File: src/sv/lex_pkg.sv
`default_nettype none

package lex_pkg;

  // Token kinds
  localparam logic [2:0] KIND_WORD    = 3'd0;
  localparam logic [2:0] KIND_PIPE    = 3'd1;
  localparam logic [2:0] KIND_IN      = 3'd2;
  localparam logic [2:0] KIND_HEREDOC = 3'd3;
  localparam logic [2:0] KIND_OUT     = 3'd4;
  localparam logic [2:0] KIND_APPEND  = 3'd5;

  // Special bytes
  localparam logic [7:0] CH_NUL   = 8'h00;
  localparam logic [7:0] CH_TAB   = 8'h09;
  localparam logic [7:0] CH_CR    = 8'h0D;
  localparam logic [7:0] CH_SPACE = 8'h20;
  localparam logic [7:0] CH_SQ    = 8'h27;
  localparam logic [7:0] CH_DQ    = 8'h22;
  localparam logic [7:0] CH_PIPE  = 8'h7C;
  localparam logic [7:0] CH_LT    = 8'h3C;
  localparam logic [7:0] CH_GT    = 8'h3E;

  // Default depth of the queue between front and back
  localparam int LEX_QDEPTH = 4;

  // Results per input byte, at most three
  localparam int LEX_MAX_RES = 3;

  typedef enum logic [6:0] {
    MODE_BETWEEN = 7'b0000001,
    MODE_WORD    = 7'b0000010,
    MODE_SQUOTE  = 7'b0000100,
    MODE_DQUOTE  = 7'b0001000,
    MODE_GT      = 7'b0010000,
    MODE_LT      = 7'b0100000,
    MODE_PIPE    = 7'b1000000
  } lex_mode_t;

  typedef struct packed {
    logic [7:0] ch;
    logic       valid;
    logic [2:0] kind;
    logic       tend;
    logic       line;
    logic       err;
  } lex_res_t;

  // All results caused by one input byte; cnt is 1..3 when queued
  typedef struct packed {
    logic [1:0]                  cnt;
    lex_res_t [LEX_MAX_RES-1:0]  res;
  } lex_bundle_t;

  // Queue head as seen by the back end
  typedef struct packed {
    logic        valid;
    lex_bundle_t bundle;
  } lex_head_t;

  function automatic lex_res_t lex_mk(input logic [7:0] ch, input logic valid,
                                      input logic [2:0] kind, input logic tend,
                                      input logic line, input logic err);
    lex_res_t r;
    r.ch    = ch;
    r.valid = valid;
    r.kind  = kind;
    r.tend  = tend;
    r.line  = line;
    r.err   = err;
    return r;
  endfunction

  function automatic logic lex_is_ws(input logic [7:0] c);
    return ((c >= CH_TAB) && (c <= CH_CR)) || (c == CH_SPACE);
  endfunction

endpackage

`default_nettype wire

File: src/sv/lex_front.sv
`default_nettype none

module lex_front import lex_pkg::*; (
  input  wire logic        clk,
  input  wire logic        rst,
  input  wire logic [7:0]  char_in,
  input  wire logic        in_valid,
  output logic             in_ready,
  input  wire logic        q_full,
  output logic             push,
  output lex_bundle_t      push_bundle
);

  lex_mode_t mode, mode_next, b_mode;
  lex_res_t  b_ent;
  logic      b_n;
  logic      use_begin;
  logic [1:0] pre_n;
  lex_res_t [LEX_MAX_RES-1:0] pre;
  logic      delim;
  logic      accept;

  assign in_ready = !q_full;
  assign accept   = in_valid && in_ready;
  assign delim    = (char_in == CH_NUL) || lex_is_ws(char_in) || (char_in == CH_PIPE) ||
                    (char_in == CH_LT) || (char_in == CH_GT);

  // Byte handled with no token open
  always_comb begin
    b_ent  = '0;
    b_n    = 1'b0;
    b_mode = MODE_BETWEEN;
    priority if (char_in == CH_NUL) begin
      b_ent = lex_mk(CH_NUL, 1'b0, KIND_WORD, 1'b0, 1'b1, 1'b0);
      b_n   = 1'b1;
    end else if (lex_is_ws(char_in)) begin
      b_n = 1'b0;
    end else if (char_in == CH_SQ) begin
      b_ent  = lex_mk(char_in, 1'b1, KIND_WORD, 1'b0, 1'b0, 1'b0);
      b_n    = 1'b1;
      b_mode = MODE_SQUOTE;
    end else if (char_in == CH_DQ) begin
      b_ent  = lex_mk(char_in, 1'b1, KIND_WORD, 1'b0, 1'b0, 1'b0);
      b_n    = 1'b1;
      b_mode = MODE_DQUOTE;
    end else if (char_in == CH_PIPE) begin
      b_ent  = lex_mk(char_in, 1'b1, KIND_PIPE, 1'b0, 1'b0, 1'b0);
      b_n    = 1'b1;
      b_mode = MODE_PIPE;
    end else if (char_in == CH_GT) begin
      b_mode = MODE_GT;
    end else if (char_in == CH_LT) begin
      b_mode = MODE_LT;
    end else begin
      b_ent  = lex_mk(char_in, 1'b1, KIND_WORD, 1'b0, 1'b0, 1'b0);
      b_n    = 1'b1;
      b_mode = MODE_WORD;
    end
  end

  // Results owed by the current mode, ahead of any fresh token
  always_comb begin
    pre       = '0;
    pre_n     = 2'd0;
    use_begin = 1'b0;
    mode_next = mode;
    unique case (mode)
      MODE_WORD: begin
        if (delim) begin
          pre[0]    = lex_mk(CH_NUL, 1'b0, KIND_WORD, 1'b1, 1'b0, 1'b0);
          pre_n     = 2'd1;
          use_begin = 1'b1;
        end else begin
          pre[0] = lex_mk(char_in, 1'b1, KIND_WORD, 1'b0, 1'b0, 1'b0);
          pre_n  = 2'd1;
        end
      end
      MODE_SQUOTE, MODE_DQUOTE: begin
        if (char_in == CH_NUL) begin
          pre[0]    = lex_mk(CH_NUL, 1'b0, KIND_WORD, 1'b0, 1'b1, 1'b1);
          pre_n     = 2'd1;
          mode_next = MODE_BETWEEN;
        end else if (char_in == ((mode == MODE_SQUOTE) ? CH_SQ : CH_DQ)) begin
          pre[0]    = lex_mk(char_in, 1'b1, KIND_WORD, 1'b0, 1'b0, 1'b0);
          pre[1]    = lex_mk(CH_NUL, 1'b0, KIND_WORD, 1'b1, 1'b0, 1'b0);
          pre_n     = 2'd2;
          mode_next = MODE_BETWEEN;
        end else begin
          pre[0] = lex_mk(char_in, 1'b1, KIND_WORD, 1'b0, 1'b0, 1'b0);
          pre_n  = 2'd1;
        end
      end
      MODE_GT, MODE_LT: begin
        if (char_in == ((mode == MODE_GT) ? CH_GT : CH_LT)) begin
          pre[0] = lex_mk(char_in, 1'b1, (mode == MODE_GT) ? KIND_APPEND : KIND_HEREDOC,
                          1'b0, 1'b0, 1'b0);
          pre[1] = pre[0];
          pre[2] = lex_mk(CH_NUL, 1'b0, (mode == MODE_GT) ? KIND_APPEND : KIND_HEREDOC,
                          1'b1, 1'b0, 1'b0);
          pre_n     = 2'd3;
          mode_next = MODE_BETWEEN;
        end else begin
          pre[0] = lex_mk((mode == MODE_GT) ? CH_GT : CH_LT, 1'b1,
                          (mode == MODE_GT) ? KIND_OUT : KIND_IN, 1'b0, 1'b0, 1'b0);
          pre[1] = lex_mk(CH_NUL, 1'b0, (mode == MODE_GT) ? KIND_OUT : KIND_IN,
                          1'b1, 1'b0, 1'b0);
          pre_n     = 2'd2;
          use_begin = 1'b1;
        end
      end
      MODE_PIPE: begin
        // pipe close was held back one byte
        pre[0]    = lex_mk(CH_NUL, 1'b0, KIND_PIPE, 1'b1, 1'b0, 1'b0);
        pre_n     = 2'd1;
        use_begin = 1'b1;
      end
      default: begin
        use_begin = 1'b1;
      end
    endcase
    if (use_begin) begin
      mode_next = b_mode;
    end
  end

  always_comb begin
    push_bundle.res = pre;
    push_bundle.cnt = pre_n + {1'b0, use_begin & b_n};
    for (int i = 0; i < LEX_MAX_RES; i++) begin
      if (use_begin && b_n && (pre_n == 2'(i))) begin
        push_bundle.res[i] = b_ent;
      end
    end
  end

  // Bytes that cause nothing are not queued
  assign push = accept && (push_bundle.cnt != 2'd0);

  always_ff @(posedge clk) begin
    if (rst) begin
      mode <= MODE_BETWEEN;
    end else if (accept) begin
      mode <= mode_next;
    end
  end

endmodule

`default_nettype wire

File: src/sv/lex_queue.sv
`default_nettype none

module lex_queue import lex_pkg::*; #(
  parameter int DEPTH = LEX_QDEPTH
) (
  input  wire logic        clk,
  input  wire logic        rst,
  input  wire logic        push,
  input  wire lex_bundle_t push_bundle,
  input  wire logic        pop,
  output logic             full,
  output lex_head_t        head
);

  localparam int AW = (DEPTH > 1) ? $clog2(DEPTH) : 1;
  localparam int CW = $clog2(DEPTH + 1);

  lex_bundle_t slots [DEPTH];
  logic [AW-1:0] wr_ptr, rd_ptr;
  logic [CW-1:0] count;

  assign full        = (count == CW'(DEPTH));
  assign head.valid  = (count != '0);
  assign head.bundle = slots[rd_ptr];

  always_ff @(posedge clk) begin
    if (push) begin
      slots[wr_ptr] <= push_bundle;
    end
  end

  always_ff @(posedge clk) begin
    if (rst) begin
      wr_ptr <= '0;
      rd_ptr <= '0;
      count  <= '0;
    end else begin
      if (push) begin
        wr_ptr <= (wr_ptr == AW'(DEPTH - 1)) ? '0 : wr_ptr + 1'b1;
      end
      if (pop) begin
        rd_ptr <= (rd_ptr == AW'(DEPTH - 1)) ? '0 : rd_ptr + 1'b1;
      end
      if (push && !pop) begin
        count <= count + 1'b1;
      end else if (pop && !push) begin
        count <= count - 1'b1;
      end
    end
  end

endmodule

`default_nettype wire

File: src/sv/lex_back.sv
`default_nettype none

module lex_back import lex_pkg::*; (
  input  wire logic        clk,
  input  wire logic        rst,
  input  wire lex_head_t   head,
  output logic             pop,
  output logic             out_valid,
  input  wire logic        out_ready,
  output logic [7:0]       out_char,
  output logic             char_valid,
  output logic [2:0]       token_kind,
  output logic             token_end,
  output logic             line_done,
  output logic             quote_error,
  output logic             last_of_run
);

  logic [1:0] idx;
  logic       emit;
  logic       last;
  lex_res_t   cur;

  assign emit = head.valid && (!out_valid || out_ready);
  assign cur  = head.bundle.res[idx];
  assign last = (idx == (head.bundle.cnt - 2'd1));
  assign pop  = emit && last;

  always_ff @(posedge clk) begin
    if (rst) begin
      out_valid <= 1'b0;
      idx       <= 2'd0;
    end else begin
      if (emit) begin
        out_valid <= 1'b1;
        idx       <= last ? 2'd0 : idx + 2'd1;
      end else if (out_ready) begin
        out_valid <= 1'b0;
      end
    end
  end

  always_ff @(posedge clk) begin
    if (emit) begin
      out_char    <= cur.ch;
      char_valid  <= cur.valid;
      token_kind  <= cur.kind;
      token_end   <= cur.tend;
      line_done   <= cur.line;
      quote_error <= cur.err;
      last_of_run <= last;
    end
  end

endmodule

`default_nettype wire

File: src/sv/shell_command_lexer_top.sv
// An accepted byte is written into a queue slot; its first result then passes
// through the back-end output register. Input: one byte per cycle while queue
// space lasts. Output: one result per cycle while a bundle is queued and the
// receiver is ready. The back-end result serializer sets the sustained rate.
// Reset: synchronous, active high; clears scan mode, queue and output valid.
`default_nettype none

module shell_command_lexer_top import lex_pkg::*; #(
  parameter int QDEPTH = LEX_QDEPTH
) (
  input  wire logic        clk,
  input  wire logic        rst,
  // input byte channel
  input  wire logic [7:0]  char_in,
  input  wire logic        in_valid,
  output logic             in_ready,
  // result channel
  output logic             out_valid,
  input  wire logic        out_ready,
  output logic [7:0]       out_char,
  output logic             char_valid,
  output logic [2:0]       token_kind,
  output logic             token_end,
  output logic             line_done,
  output logic             quote_error,
  output logic             last_of_run
);

  // Front end: tracks scan mode, turns each byte into a bundle of 0..3
  // results. Bytes with no result (whitespace between tokens, first '<'
  // or '>') are consumed without touching the queue.
  logic        push;
  lex_bundle_t push_bundle;
  logic        q_full;

  // Queue: decouples classification from result streaming, so the front
  // keeps taking bytes while the back is still draining a multi-result item.
  lex_head_t   head;
  logic        pop;

  lex_front u_front (
    .clk         (clk),
    .rst         (rst),
    .char_in     (char_in),
    .in_valid    (in_valid),
    .in_ready    (in_ready),
    .q_full      (q_full),
    .push        (push),
    .push_bundle (push_bundle)
  );

  lex_queue #(
    .DEPTH (QDEPTH)
  ) u_queue (
    .clk         (clk),
    .rst         (rst),
    .push        (push),
    .push_bundle (push_bundle),
    .pop         (pop),
    .full        (q_full),
    .head        (head)
  );

  // Back end: walks the head bundle one result per cycle, unless stalled, into
  // the output register and pops the bundle with its last result (last_of_run).
  lex_back u_back (
    .clk         (clk),
    .rst         (rst),
    .head        (head),
    .pop         (pop),
    .out_valid   (out_valid),
    .out_ready   (out_ready),
    .out_char    (out_char),
    .char_valid  (char_valid),
    .token_kind  (token_kind),
    .token_end   (token_end),
    .line_done   (line_done),
    .quote_error (quote_error),
    .last_of_run (last_of_run)
  );

endmodule

`default_nettype wire

File: config.mk
export PLATFORM = sky130hd
export DESIGN_NAME = shell_command_lexer_top
export DESIGN_NICKNAME = d
export VERILOG_FILES = /design/src/sv/lex_pkg.sv /design/src/sv/lex_front.sv /design/src/sv/lex_queue.sv /design/src/sv/lex_back.sv /design/src/sv/shell_command_lexer_top.sv
export SDC_FILE = /design/constraint.sdc
export NUM_CORES = 1
export LEC_CHECK = 0
export ABC_AREA = 0
export BUFFER_PORTS_ARGS = -buffer_cell sky130_fd_sc_hd__buf_2
export CAP_MARGIN = 15
export CORE_MARGIN = 3
export CORE_UTILIZATION = 30
export CTS_BUF_LIST = sky130_fd_sc_hd__clkbuf_4
export CTS_CLUSTER_SIZE = 40
export DETAILED_ROUTE_END_ITERATION = 16
export PLACE_DENSITY = 0.55
export SYNTH_ARGS = -nofsm -noshare
export SYNTH_HDL_FRONTEND = slang
export SYNTH_SLANG_ARGS = --single-unit
File: constraint.sdc
create_clock -name clk -period 5.7 [get_ports clk]
set_input_delay 0.57 -clock clk [delete_from_list [all_inputs] [get_ports clk]]
set_output_delay 0.57 -clock clk [all_outputs]
set_load 0.005 [all_outputs]
==> flow_summary.toml, run 1 <==
[synth]
synth_cell_types = 67
ys_ff_latch = 215
synth_area_sq_um = 9180
netlist_instances = 532
synth_edf_count = 196
ys_seq_area_frac = 0.682
synth_ff_type = "edfxtp_1"
synthArstFlopShare = 0
synth_top_area_frac = 0.641
syn_nets = 552
synth_area_leader_cell = "edfxtp_1"
syn_avg_cell_area_sq_um = 17.3
yosysWarnings = 0
ys_top_cells_by_area = "edfxtp_1 (64%), mux4_2 (11%), dfxtp_1 (4.1%)"

[setup_path]
cp_max_fo = 9
path_delay_family = "simple AND/OR/NAND/NOR gates"
path_cells = "or4_1 -> nor3_2 -> a22o_4 -> o21ai_4 -> inv_2 -> ha_1 -> nor2b_1 -> and3_1 -> nor3_2 -> ha_1 -> inv_1 -> fa_1 -> xor2_1 -> or3_1 -> a21oi_1"
critical_path.max_stage_delay_ps = 690
startpoint_type = "register"
critical_path_depth = 15
cp.required_ps = 6280
r2r_cells = 15
cp-end-kind = "register"
cp.arrival_ps = 5040
path_buf_inv = 2
criticalPathCategory = "reg -> reg"
crit_slowest_cell = "or4_1"

[layout]
stdcell_area_sq_um = 10500
drive_above_1_share = 0.312
finish.utilization = 0.350
syn_to_final_growth_pct = 13.9
layout.nets = 618

[clock_network]
cts_hold_buf = 0
htreeDepth = 2
cts-root-buf = "clkbuf_4"
post_cts_buffers = 0
cts_tree = "built"
clk_latency_ps = 660
clkSinkCount = 215
cts.repair.resized = 0
path_clk_slew_ps = 70
clk_path_buf_depth = 3
cts_buffers = 55

[route]
via_count = 5158
drc = 0
firstDrtPassIters = 4
ant_nets = 0
avgRoutedWirePerCell_um = 19.7
viasPerCell = 5.02
routed_wl_um = 20200
drt_iter0_markers = 305

[die]
die_area_sq_um = 32700
die_w_um = 181
die_y_um = 181
start_util = 0.307
io_pins = 30
fp-row-count = 63
core_area_sq_um = 29900

[grt]
grt.overflow.total = 0
antenna_found_initial = 1
grt_start_max_net_pins = 30
grt_pass1_wl_um = 31700
grt_pass1_vias = 5491
grt_usage = 0.123

[timing]
period_share = 0.783
rsz0062_at_grt = "false"
clock.fmax_mhz = 224
skew_ps = 33.3
tns_ps = 0
setup_violations = 0
fin_crit_ps = 4460
tightestPinTransition_ps = 889
slew_headroom = 0.407
finalHoldViolCount = 0
finalMaxSlewViolations = 0

[placed_design]
dpl_cell_area_sq_um = 9810
port_buffers = 29
gp_congestion = 0.868
dpl.hpwl_um = 12400

[pwr]
p_leak_nw = 3.56
p_per_area_nw_per_um2 = 421
finalPower_mw = 4.40
peakVddDrop_uv = 188

[min_path]
hold_path_depth = 4
hp-class = "in -> reg"

[status]
status = "finished, final reports clean"

[run]
cap_viol_max_count = 0
cell usage after synthesis (all sizes together) (11+ instances only):
cell type / count
nor2: 11
mux4: 45
inv: 21
o22ai: 14
mux2i: 19
and2: 14
a21oi: 15
clkbuf: 13
dfxtp: 19
nor3: 17
nand2b: 12
buf: 19
nand2: 15
edfxtp: 196
kinds of logic after synthesis:
group	synth area share
AOI/OAI and AO/OA	0.0630
muxes	0.134
adders and majority gates	0.0117
and+or+nand+nor	0.0774
buffers and inverters	0.0263
xor gates and xnor gates	0.00572
DFF	0.682
per-layer routing:
metal	part of all wire	GRT usage	vias up
li1	-	-	2317
met1	0.44	0.160	2665
met2	0.48	0.201	131
met3	0.049	0.0312	43
met4	0.028	0.0457	2
met5	0.00064	0	-
worst register-to-register path: cells and delay by family (launching register included):
family	cells	cell delay, ps
xor+xnor	1	170
flops	1	370
fa+ha+maj	3	920
buf+inv	2	210
simple gates	6	2210
compound gates	3	520
metrics by stage:
stage | std cells | setup slack [ps] | hold slack, ps
2_1_floorplan | 532 | 1250 | 461
3_3_place_gp | 931 | 1130 | 465
3_5_place_dp | 931 | 935 | 478
4_1_cts | 1025 | 1260 | 159
5_1_grt | 1025 | 1020 | 185
6_report | 1027 | 1240 | 211
final timing paths:
check / slack [ps] / endpoint / start
setup / recovery: 1240 / u_queue.count[2] / u_front.mode[1]
hold / removal: 210 / u_back.out_valid / out_ready
hold reg to reg: 490 / register / u_queue.rd_ptr[0]
setup reg to reg: 1240 / u_queue.count[2] / u_front.mode[1]
power by group:
| group | internal (mW) | leakage [nW] | switching (mW) |
|---|---|---|---|
| Sequential | 2.01 | 2.09 | 0.117 |
| Clock | 0.602 | 0.381 | 0.597 |
| Combinational | 0.500 | 1.09 | 0.578 |
| Total | 3.11 | 3.56 | 1.29 |
layout make-up:
type	instances	area, sq um
antenna	2	5.00
clock buffer	74	556
clock inverter	20	87.6
fill	2838	19400
inverter	21	78.8
multi-input combinational	264	2680
sequential	215	6270
tap	390	488
timing repair buffer	41	285
state kept, by name, summed over array words and instances (netlist names), named ones only:
name                flops
u_back.char_valid       1
u_back.idx              2
u_back.last_of_run      1
u_back.line_done        1
u_back.out_char         8
u_back.out_valid        1
u_back.quote_error      1
u_back.token_end        1
u_back.token_kind       3
u_front.mode            7
u_queue.count           3
u_queue.rd_ptr          2
u_queue.slots         180
u_queue.wr_ptr          2
cell usage in the layout, fill, tap and decap left out, types with 3 or more instances in the layout:
cell type and count:
a31o_1 4, and3_1 7, edfxtp_1 196, a32o_1 3
nand2b_1 12, nand2_1 15, and2_1 9, xor2_1 3
buf_4 8, clkinv_1 13, buf_12 4, xnor2_1 3
dfxtp_1 17, ha_1 7, nor4_1 6, nor2b_1 3
o31a_1 4, or3_1 5, a21oi_1 14, clkinv_2 4
clkbuf_4 74, mux2i_1 19, nor3_2 5, nand4_1 3
a21o_1 4, o32a_1 4, o21ai_0 3, o22ai_1 14
buf_2 29, and2_2 4, mux4_2 45, inv_1 20
nor3_1 12, nor2_1 11
Power figures use the tool's default switching activity.
==> run 2, diff against run 1 <==
Settings changed: PLACE_DENSITY 0.55 to 0.57.
Clock period 5.7 ns to 4.02 ns, I/O delays scaled along.
==> flow_summary.toml, run 2 (same netlist as run 1, synthesis figures left out) <==
[timing]
fin_crit_ps = 3770
tightestPinTransition_ps = 935
skew_ps = 57.8
fin_ws_ps = 250
tns_ps = 0
whs_ps = 127
slew_headroom = 0.376
setup_violations = 0
finalHoldViolCount = 0
clock.fmax_mhz = 265
rsz0062_at_grt = "false"
period_share = 0.938
finalMaxSlewViolations = 0

[route]
via_count = 5188
avgRoutedWirePerCell_um = 19.5
drt_iter0_markers = 382
firstDrtPassIters = 5
ant_nets = 0
drc = 0
routed_wl_um = 20600
viasPerCell = 4.90

[pwr]
p_leak_nw = 3.73
peakVddDrop_uv = 497
p_per_area_nw_per_um2 = 597
finalPower_mw = 6.41

[placed_design]
dpl_cell_area_sq_um = 10000
gp_congestion = 0.941
dpl.hpwl_um = 12500
dpl.cell_count = 958
pre_cts_ws_ps = -38.1
port_buffers = 29

[clock_network]
cts_tree = "built"
path_clk_slew_ps = 60
clkSinkCount = 215
clk_path_buf_depth = 3
cts_buffers = 56
htreeDepth = 2
post_cts_buffers = 0
cts-root-buf = "clkbuf_4"
clk_latency_ps = 680

[layout]
finish.utilization = 0.359
final_cells = 1058
largest_reg_flops = 180
stdcell_area_sq_um = 10700
reg.largest.list = "u_queue.slots (180), u_back.out_char (8), u_front.mode (7)"
final_cell_mix = "edfxtp_1 (196), clkbuf_4 (80), mux4_2 (45), buf_4 (37), buf_2 (29)"
layout.nets = 647
final_common_cell = "edfxtp_1"
fillers = 2812
syn_to_final_growth_pct = 16.9
top_register = "u_queue.slots"
drive_above_1_share = 0.352

[min_path]
hold_path_depth = 3
hp-class = "in -> reg"
hold_path_startpoint = "in_valid"
hold_end = "u_front.mode[6]"

[grt]
grt_start_max_net_pins = 46
grt.overflow.total = 0
grt_usage = 0.126
grt_pass1_wl_um = 32100
antenna_found_initial = 1
grt_pass1_vias = 5643

[setup_path]
cp.arrival_ps = 4370
ff2ff_setup_slack_ps = 250
r2r-start = "u_front.mode[0]"
worst_r2r_endpoint = "u_queue.count[2]"
r2r_cells = 15
cp_max_fo = 8
cp.required_ps = 4620
startpoint_type = "register"
cp-end-kind = "register"
criticalPathCategory = "reg -> reg"

[die]
start_util = 0.307
io_pins = 30
core_area_sq_um = 29900
die_area_sq_um = 32700
fp-row-count = 63
die_w_um = 181
die_y_um = 181

[status]
status = "finished, final reports clean"

[run]
cap_viol_max_count = 0
==> run 2: layer usage <==
metal,global-route usage,wire length [um],up-vias,part of all wire
li1,-,-,2364,-
met1,0.160,8730,2620,0.42
met2,0.210,10200,160,0.49
met3,0.0274,1080,44,0.052
met4,0.0521,601,0,0.029
met5,0,0,-,0
==> run 2: what timing repair did <==
item	CTS	global route
endpoints found under the setup margin	0	1
gates resized for setup	0	2
hold buffers	1	0
hold endpoints to repair	1	0
==> run 2: critical path, stage by stage, from the launching register on <==
cell      delay, ps
dfxtp_1         390
or3_4           430
nor4_1          400
a311oi_1        150
o21ai_4         180
inv_2            70
ha_4            270
nor2b_1          50
a21o_1          220
nor3_4          180
ha_2            220
inv_1            60
fa_1            430
xor2_1          180
or3_1           310
a21oi_1         150
==> run 2: worst max path at each step <==
stage	slack [ps]	start	endpoint	cells after the start
2_1_floorplan	40	char_in[4]	u_queue.count[2]	15
3_3_place_gp	90	char_in[3]	u_queue.count[2]	15
3_5_place_dp	-40	char_in[3]	u_queue.count[2]	15
4_1_cts	140	u_front.mode[0]	u_queue.count[2]	14
5_1_grt	30	u_front.mode[0]	u_queue.count[2]	15
6_report	250	u_front.mode[0]	u_queue.count[2]	15
==> run 2: report_power, final <==
part / leakage [nW] / internal [mW] / switching [mW]
clock: 0.426 / 0.981 / 0.859
combinational: 1.22 / 0.733 / 0.897
sequential: 2.09 / 2.84 / 0.0968
==> run 2: cell type report <==
| class | instances | area (sq um) | area share |
|---|---|---|---|
| sequential | 215 | 6270 | 0.584 |
| multi-input combinational | 264 | 2720 | 0.253 |
| clock buffer | 80 | 601 | 0.0560 |
| antenna | 1 | 2.50 | 0.000233 |
| timing repair buffer | 69 | 473 | 0.0441 |
| clock inverter | 18 | 105 | 0.00979 |
| tap | 390 | 488 | 0.0455 |
| inverter | 21 | 78.8 | 0.00734 |
